==> src/hw/rtl/lme_pkg.sv <==
// package for the life evaluator: types, codes and the life step function
package lme_pkg;

  localparam int unsigned MaxVisitedDefault = 256;
  localparam int unsigned BoardW = 64;
  localparam int unsigned WinW = 4;

  typedef enum logic [1:0] {
    ReasonDied  = 2'd0,
    ReasonStill = 2'd1,
    ReasonCycle = 2'd2,
    ReasonFull  = 2'd3
  } reason_e;

  typedef enum logic [1:0] {
    CfgWidth  = 2'd0,
    CfgHeight = 2'd1
  } cfg_idx_e;

  typedef struct packed {
    logic         fits;
    logic [63:0]  next;
  } step_t;

  function automatic logic [63:0] life_step(input logic [63:0] b);
    logic [63:0] nx;
    logic [3:0]  n;
    nx = '0;
    for (int r = 0; r < 8; r++) begin
      for (int c = 0; c < 8; c++) begin
        n = '0;
        for (int dr = -1; dr <= 1; dr++) begin
          for (int dc = -1; dc <= 1; dc++) begin
            if (!(dr == 0 && dc == 0) && r + dr >= 0 && r + dr <= 7 &&
                c + dc >= 0 && c + dc <= 7) begin
              n = n + {3'd0, b[(r + dr) * 8 + c + dc]};
            end
          end
        end
        nx[r * 8 + c] = (n == 4'd3) || (b[r * 8 + c] && n == 4'd2);
      end
    end
    return nx;
  endfunction

  function automatic logic fits_window(input logic [63:0] b, input logic [3:0] w,
                                       input logic [3:0] h);
    logic [7:0] rows;
    logic [7:0] cols;
    logic [3:0] rmin, rmax, cmin, cmax;
    rows = '0;
    cols = '0;
    for (int r = 0; r < 8; r++) begin
      rows[r] = |b[r * 8 +: 8];
      for (int c = 0; c < 8; c++) cols[c] = cols[c] | b[r * 8 + c];
    end
    rmin = 4'd8; rmax = 4'd0; cmin = 4'd8; cmax = 4'd0;
    for (int i = 7; i >= 0; i--) begin
      if (rows[i]) rmin = 4'(i);
      if (cols[i]) cmin = 4'(i);
    end
    for (int i = 0; i < 8; i++) begin
      if (rows[i]) rmax = 4'(i);
      if (cols[i]) cmax = 4'(i);
    end
    return (b != '0) && ((cmax - cmin + 4'd1) <= w) && ((rmax - rmin + 4'd1) <= h);
  endfunction

endpackage

==> src/hw/rtl/lme_step_unit.sv <==
// registered life step and window fit unit shared across generations
module lme_step_unit (
  input  logic                 clk_i,
  input  logic [63:0]          board_i,
  input  logic [3:0]           win_w_i,
  input  logic [3:0]           win_h_i,
  output lme_pkg::step_t       step_o
);

  lme_pkg::step_t step_q;

  always_ff @(posedge clk_i) begin
    step_q.next <= lme_pkg::life_step(board_i);
    step_q.fits <= lme_pkg::fits_window(board_i, win_w_i, win_h_i);
  end

  assign step_o = step_q;

endmodule

==> config.mk <==
export PLATFORM = sky130hd
export DESIGN_NAME = lme_step_unit
export DESIGN_NICKNAME = d
export VERILOG_FILES = /design/src/hw/rtl/lme_pkg.sv /design/src/hw/rtl/lme_step_unit.sv
export SDC_FILE = /design/constraint.sdc
export NUM_CORES = 1
export LEC_CHECK = 0
export ABC_CLOCK_PERIOD_IN_PS = 3200
export BUFFER_PORTS_ARGS = -buffer_cell sky130_fd_sc_hd__buf_2
export CAP_MARGIN = 20
export CORE_AREA = 2 2 140 142
export DETAILED_ROUTE_END_ITERATION = 12
export DIE_AREA = 0 0 142 144
export PLACE_DENSITY = 0.79
export SETUP_SLACK_MARGIN = 0.02
export SYNTH_ARGS = -nofsm -noshare
export SYNTH_HDL_FRONTEND = slang
export SYNTH_SLANG_ARGS = --single-unit
==> constraint.sdc <==
create_clock -name clk_i -period 3.2 [get_ports clk_i]
set_input_delay 0.48 -clock clk_i [delete_from_list [all_inputs] [get_ports clk_i]]
set_output_delay 0.48 -clock clk_i [all_outputs]
set_load 0.02 [all_outputs]
==> impl_metrics.py, run 1 <==
metrics = {
    "yosys": {
        "ys_seq_area_frac": 0.126,
        "synth_compound_area_frac": 0.0803,
        "netlist-cell-type-count": 36,
        "yosys-mux-area-fraction": 0,
        "synth_top_family_by_area": "adder cells",
        "syn_inst": 1005,
        "yosysTopAreaCell": "fa_1",
        "syn_area_per_cell_um2": 10.3,
        "synth_common_cells": "275 x inv_1, 198 x fa_1, 179 x ha_1",
        "syn_nets": 1455,
        "synthMostInstantiatedCell": "inv_1",
        "synth.cell_area_um2": 10300,
        "synth_fa_ha_area_frac": 0.602,
        "synth_xor_area_frac": 0.00413,
        "yosysWarnings": 0,
        "synth_edf_count": 0,
        "synth_top_area_share": 0.385,
        "synth_top_flop_cell": "dfxtp_1",
        "ys_seq_elements": 65,
        "synth_area_leaders": "fa_1 38%, ha_1 22%, dfxtp_1 13%",
        "synthSimpleGateAreaFrac": 0.0871,
        "postSynth.asyncResetShare": 0,
    },
    "global_routing": {
        "met1_usage": 0.349,
        "use_met3": 0.0364,
        "grt_antenna_before_repair": 0,
        "grt_start_max_net_pins": 11,
        "grt_use_total": 0.280,
        "grt_pass1_wl_um": 44100,
        "grt_pass1_vias": 9176,
        "grt.overflow.total": 0,
        "grt.busiest_layer": "met2",
        "grt.met2_usage": 0.492,
    },
    "final_layout": {
        "final_util": 0.697,
        "final_area_um2": 13300,
        "antenna_cells": 0,
        "drive_gt1_frac": 0.283,
        "largest_reg_flops": 65,
        "syn2layout_area_growth_pct": 29.1,
        "nNetsFinal": 1783,
    },
    "power_and_ir_drop": {
        "p_leak_nw": 7.17,
        "ir_worst_vdd_v": 0.000286,
        "powerDensity_nw_per_um2": 412,
    },
    "clock_network": {
        "cts_buffers": 9,
        "cts-root-buf": "clkbuf_16",
        "h-tree-depth": 3,
        "cts_hold_buf": 0,
        "clk_pin_slew_ns": 0.06,
        "clk_path_buf_depth": 2,
        "tritoncts": "done",
        "clkSinkCount": 65,
    },
    "status": {
        "status": "finished with violations",
        "violations": "setup timing",
    },
    "timing": {
        "fin_ws_ns": -0.128,
        "final_hold_viol_count": 0,
        "layout_min_cycle_time_ns": 3.33,
        "rsz0062_at_grt": "true",
        "finalCritPeriodShare": 1.04,
        "worst_pin_slew_ns": 0.402,
        "slew_headroom": 0.730,
        "slew_viol_final": 0,
        "setup_viol": 1,
        "whs_ns": 0.503,
        "timing.fmax_mhz": 300,
    },
    "routing": {
        "wire_per_inst_um": 17.1,
        "first_pass_iters": 5,
        "drt_iter0_drc": 382,
        "drc": 0,
        "routed_via_density": 5.28,
        "postRouteAntennaNets": 0,
        "vias": 8314,
        "wl_um": 26900,
    },
    "worst_hold_path": {
        "whs_endpoint": "step_o[4]$_DFF_P_",
        "hp-class": "input port to flip-flop",
        "min_from": "board_i[4]",
        "hold_depth": 3,
    },
    "worst_setup_path": {
        "worst_path_most_repeated_cell": "nand2_1",
        "cp-end-kind": "flip-flop",
        "crit_chain": "buf_2 > nor4_1 > nand2_1 > nor2_2 > a21oi_1 > nor3_1 > ha_1 > inv_1 > ha_4 > fa_2 > xnor2_2 > xnor2_1 > ha_1 > nand2_1 > o21ai_1 > nand2_1 > and3_1",
        "path_buf_inv": 2,
        "crit_start": "board_i[13]",
        "critPathMaxStageDelay_ns": 0.40,
        "crit_family": "simple AND/OR/NAND/NOR gates",
        "crit_slowest_cell": "nor4_1",
        "critPathKind": "input port to flip-flop",
        "critPathRequiredTime_ns": 3.45,
        "arrival_ns": 3.58,
        "worst_setup_path_start_kind": "input port",
        "crit_fanout": 6,
    },
    "floorplanning": {
        "start_util": 0.540,
        "rows": 51,
        "fp.dieW_um": 142,
        "dieArea_um2": 20400,
        "fp.dieH_um": 144,
        "core_um2": 19100,
        "ioPinCount": 138,
    },
    "place": {
        "io_buffers": 137,
        "postPlaceCellArea_um2": 12700,
        "dp_hpwl_um": 22800,
        "gp_congestion": 0.888,
        "pre_cts_ws_ns": -0.428,
    },
    "job": {
        "max_cap_violations": 0,
    },
}
## where the power goes
group / internal [mW] / switching (mW)
clock network: 0.726 / 0.400
logic: 1.38 / 1.84
registers: 1.07 / 0.0638
## cell type report
type | count | area (µm²)
clock buffer | 14 | 264
clock inverter | 2 | 60.1
inverter | 275 | 1060
sequential | 65 | 1300
timing repair buffer | 317 | 2110
multi-input combinational | 665 | 8210
tap | 238 | 298
fill | 1357 | 5780
## stage by stage
step / power (mW) / TNS, ns / instances
5_1_grt: 6.00 / -0.268 / 1576
4_1_cts: 5.49 / 0 / 1573
3_5_place_dp: 4.30 / -5.15 / 1557
2_1_floorplan: 3.18 / -0.0178 / 1005
3_3_place_gp: 4.08 / -3.32 / 1557
6_report: 5.48 / -0.128 / 1576
## tightest hold or removal path: stages
cell,delay (ns)
buf_2,0.17
nor2_1,0.11
nor3b_1,0.06
## what timing repair did
item	4_1_cts	5_1_grt
pin swaps	0	32
endpoints found under the setup margin	1	5
gates resized for setup	7	50
setup buffers	0	3
## cells in the final DEF (no fill, tap or decap), drive strengths merged, types with 24 or more instances in the layout
cell	Yosys	final
a21oi	45	45
inv	275	268
nor3b	24	24
buf	0	316
o21ai	33	33
o211a	30	30
nand3	32	32
fa	198	198
nor2	38	38
ha	179	179
dfxtp	65	65
## logic make-up after synthesis
| logic type | Yosys count |
|---|---|
| adder cells (fa/ha/maj) | 377 |
| buffers and inverters | 275 |
| AND/OR/NAND/NOR | 158 |
| AO/OA/AOI/OAI | 126 |
| flip-flops | 65 |
| XOR/XNOR | 4 |
## worst max path at each step
stage / end / slack (ns) / cells after the start
4_1_cts: step_o[64]$_DFF_P_ / 0.02 / 16
6_report: step_o[64]$_DFF_P_ / -0.13 / 17
5_1_grt: step_o[64]$_DFF_P_ / -0.27 / 17
3_3_place_gp: step_o[64]$_DFF_P_ / -0.28 / 16
2_1_floorplan: step_o[64]$_DFF_P_ / -0.02 / 17
3_5_place_dp: step_o[64]$_DFF_P_ / -0.43 / 17
## routing by layer
layer | wire (µm) | vias up
met5 | 0 | -
met2 | 13600 | 258
met1 | 11000 | 4118
met4 | 1020 | 0
met3 | 1240 | 71
li1 | - | 3867
Note: power is estimated with default switching activity, not from simulation.
==> run 2: changes to the inputs <==
--- a/config.mk
+++ b/config.mk
@@ -5,13 +5,13 @@
 export SDC_FILE = /design/constraint.sdc
 export NUM_CORES = 1
 export LEC_CHECK = 0
-export ABC_CLOCK_PERIOD_IN_PS = 3200
+export ABC_CLOCK_PERIOD_IN_PS = 3300
 export BUFFER_PORTS_ARGS = -buffer_cell sky130_fd_sc_hd__buf_2
 export CAP_MARGIN = 20
-export CORE_AREA = 2 2 140 142
+export CORE_AREA = 2 2 120 151
 export DETAILED_ROUTE_END_ITERATION = 12
-export DIE_AREA = 0 0 142 144
-export PLACE_DENSITY = 0.79
+export DIE_AREA = 0 0 122 153
+export PLACE_DENSITY = 0.82
 export SETUP_SLACK_MARGIN = 0.02
 export SYNTH_ARGS = -nofsm -noshare
 export SYNTH_HDL_FRONTEND = slang
==> constraint.sdc (replaced) <==
create_clock -name clk_i -period 3.3 [get_ports clk_i]
set_input_delay 0.495 -clock clk_i [delete_from_list [all_inputs] [get_ports clk_i]]
set_output_delay 0.495 -clock clk_i [all_outputs]
set_load 0.02 [all_outputs]
==> run 2 against run 1 <==
Against the previous run:
- the flow now finishes without violations
- cell area down 1.6%
- sequential power down 4%
- clock power down 22%
==> impl_metrics.py, run 2 (synthesized netlist as in run 1, its figures left out) <==
metrics = {
    "timing": {
        "slew_viol_final": 0,
        "slew_headroom": 0.726,
        "final_hold_viol_count": 0,
        "setup_viol": 0,
        "layout_min_cycle_time_ns": 3.27,
        "rsz0062_at_grt": "true",
        "timing.fmax_mhz": 306,
        "whs_ns": 0.516,
        "worst_pin_slew_ns": 0.407,
        "finalCritPeriodShare": 0.990,
        "timing.setup.tns_ns": 0,
    },
    "global_routing": {
        "grt_antenna_before_repair": 2,
        "grt_pass1_wl_um": 44700,
        "grt_use_total": 0.310,
        "grt_pass1_vias": 9736,
        "grt_start_max_net_pins": 11,
        "grt.overflow.total": 0,
    },
    "routing": {
        "wire_per_inst_um": 18.0,
        "wl_um": 28100,
        "routed_via_density": 5.53,
        "postRouteAntennaNets": 0,
        "drc": 0,
        "first_pass_iters": 6,
        "vias": 8623,
        "drt_iter0_drc": 513,
    },
    "worst_setup_path": {
        "cp-end-kind": "flip-flop",
        "critPathRequiredTime_ns": 3.54,
        "worst_setup_path_start_kind": "input port",
        "critPathKind": "input port to flip-flop",
        "crit_start": "board_i[61]",
        "crit_path_end": "step_o[64]$_DFF_P_",
        "crit_fanout": 3,
        "arrival_ns": 3.51,
    },
    "final_layout": {
        "final_cells": 1559,
        "seq_area_um2": 1300,
        "drive_gt1_frac": 0.282,
        "layout_commonest_cell": "inv_1",
        "layout_common_cells": "266 x inv_1, 196 x fa_1, 174 x buf_4, 169 x ha_1, 134 x buf_2",
        "syn2layout_area_growth_pct": 27.1,
        "nNetsFinal": 1778,
        "largest_reg_flops": 65,
        "multi_input_area_um2": 8150,
        "fillers": 1090,
        "final_util": 0.760,
    },
    "job": {
        "max_cap_violations": 0,
    },
    "floorplanning": {
        "dieArea_um2": 18700,
        "core_um2": 17200,
        "ioPinCount": 138,
        "fp.dieW_um": 122,
        "rows": 54,
        "fp.dieH_um": 153,
        "start_util": 0.598,
    },
    "clock_network": {
        "cts_hold_buf": 0,
        "cts-root-buf": "clkbuf_16",
        "clkSinkCount": 65,
        "clk_path_buf_depth": 2,
        "cts_buffers": 9,
        "h-tree-depth": 3,
        "clk_pin_slew_ns": 0.06,
        "tritoncts": "done",
    },
    "place": {
        "gp_congestion": 0.908,
        "io_buffers": 137,
        "dpl.cell_count": 1537,
        "dp_hpwl_um": 23100,
    },
    "worst_hold_path": {
        "hp-class": "input port to flip-flop",
        "min_from": "board_i[4]",
    },
    "power_and_ir_drop": {
        "powerDensity_nw_per_um2": 393,
        "p_leak_nw": 7.09,
        "ir_worst_vdd_v": 0.000226,
    },
    "status": {
        "status": "finished, final reports clean",
    },
}
run 2: final cells by class:
cell class                 count  area share
sequential                    65      0.0994
timing repair buffer         312       0.156
inverter                     275      0.0808
clock inverter                 4     0.00153
antenna                        2    0.000382
tap                          224      0.0214
multi-input combinational    665       0.623
clock buffer                  12      0.0181
run 2: how the worst min path moves through the flow:
stage / to / cells past startpoint
floorplan: step_o[10]$_DFF_P_ / 1
global placement: step_o[4]$_DFF_P_ / 3
detailed placement: step_o[4]$_DFF_P_ / 3
CTS: step_o[4]$_DFF_P_ / 3
global route: step_o[4]$_DFF_P_ / 3
finish: step_o[4]$_DFF_P_ / 3
run 2: repair_timing:
item / CTS / global route
pin swaps: 0 / 26
setup endpoints to repair: 1 / 1
setup buffers: 0 / 4
resized for setup: 2 / 43
gates cloned: 0 / 0
run 2: where the power goes:
group / leakage, nW / switching (mW) / internal, mW / total (mW)
sequential: 0.541 / 0.0530 / 1.04 / 1.09
clock: 0.130 / 0.375 / 0.503 / 0.878
combinational: 6.42 / 1.83 / 1.35 / 3.17
run 2: routing by layer:
metal	up-vias	share of wire	global-route usage
met1	4179	0.36	0.345
li1	3858	-	-
met3	159	0.060	0.0496
met2	427	0.51	0.535
met4	0	0.076	0.212
met5	-	0	0
run 2: stage by stage:
stage	area [µm²]	setup WS, ns	power (mW)
2_1_floorplan	10400	0.0256	3.09
3_3_place_gp	12600	-0.269	3.92
3_5_place_dp	12600	-0.362	4.17
4_1_cts	12900	0.0438	5.11
5_1_grt	13100	-0.0466	5.61
6_report	13100	0.0332	5.14
run 2: worst max-delay path: stages:
cell and delay [ns]:
buf_2 0.14, buf_4 0.14, nor4_4 0.35, nand4_4 0.17
or3_4 0.46, nand2_2 0.10, ha_4 0.20, fa_2 0.40
xnor2_2 0.16, xnor2_2 0.14, ha_1 0.33, nand2_2 0.08
o21ai_2 0.14, o21ai_2 0.06, and3_1 0.13
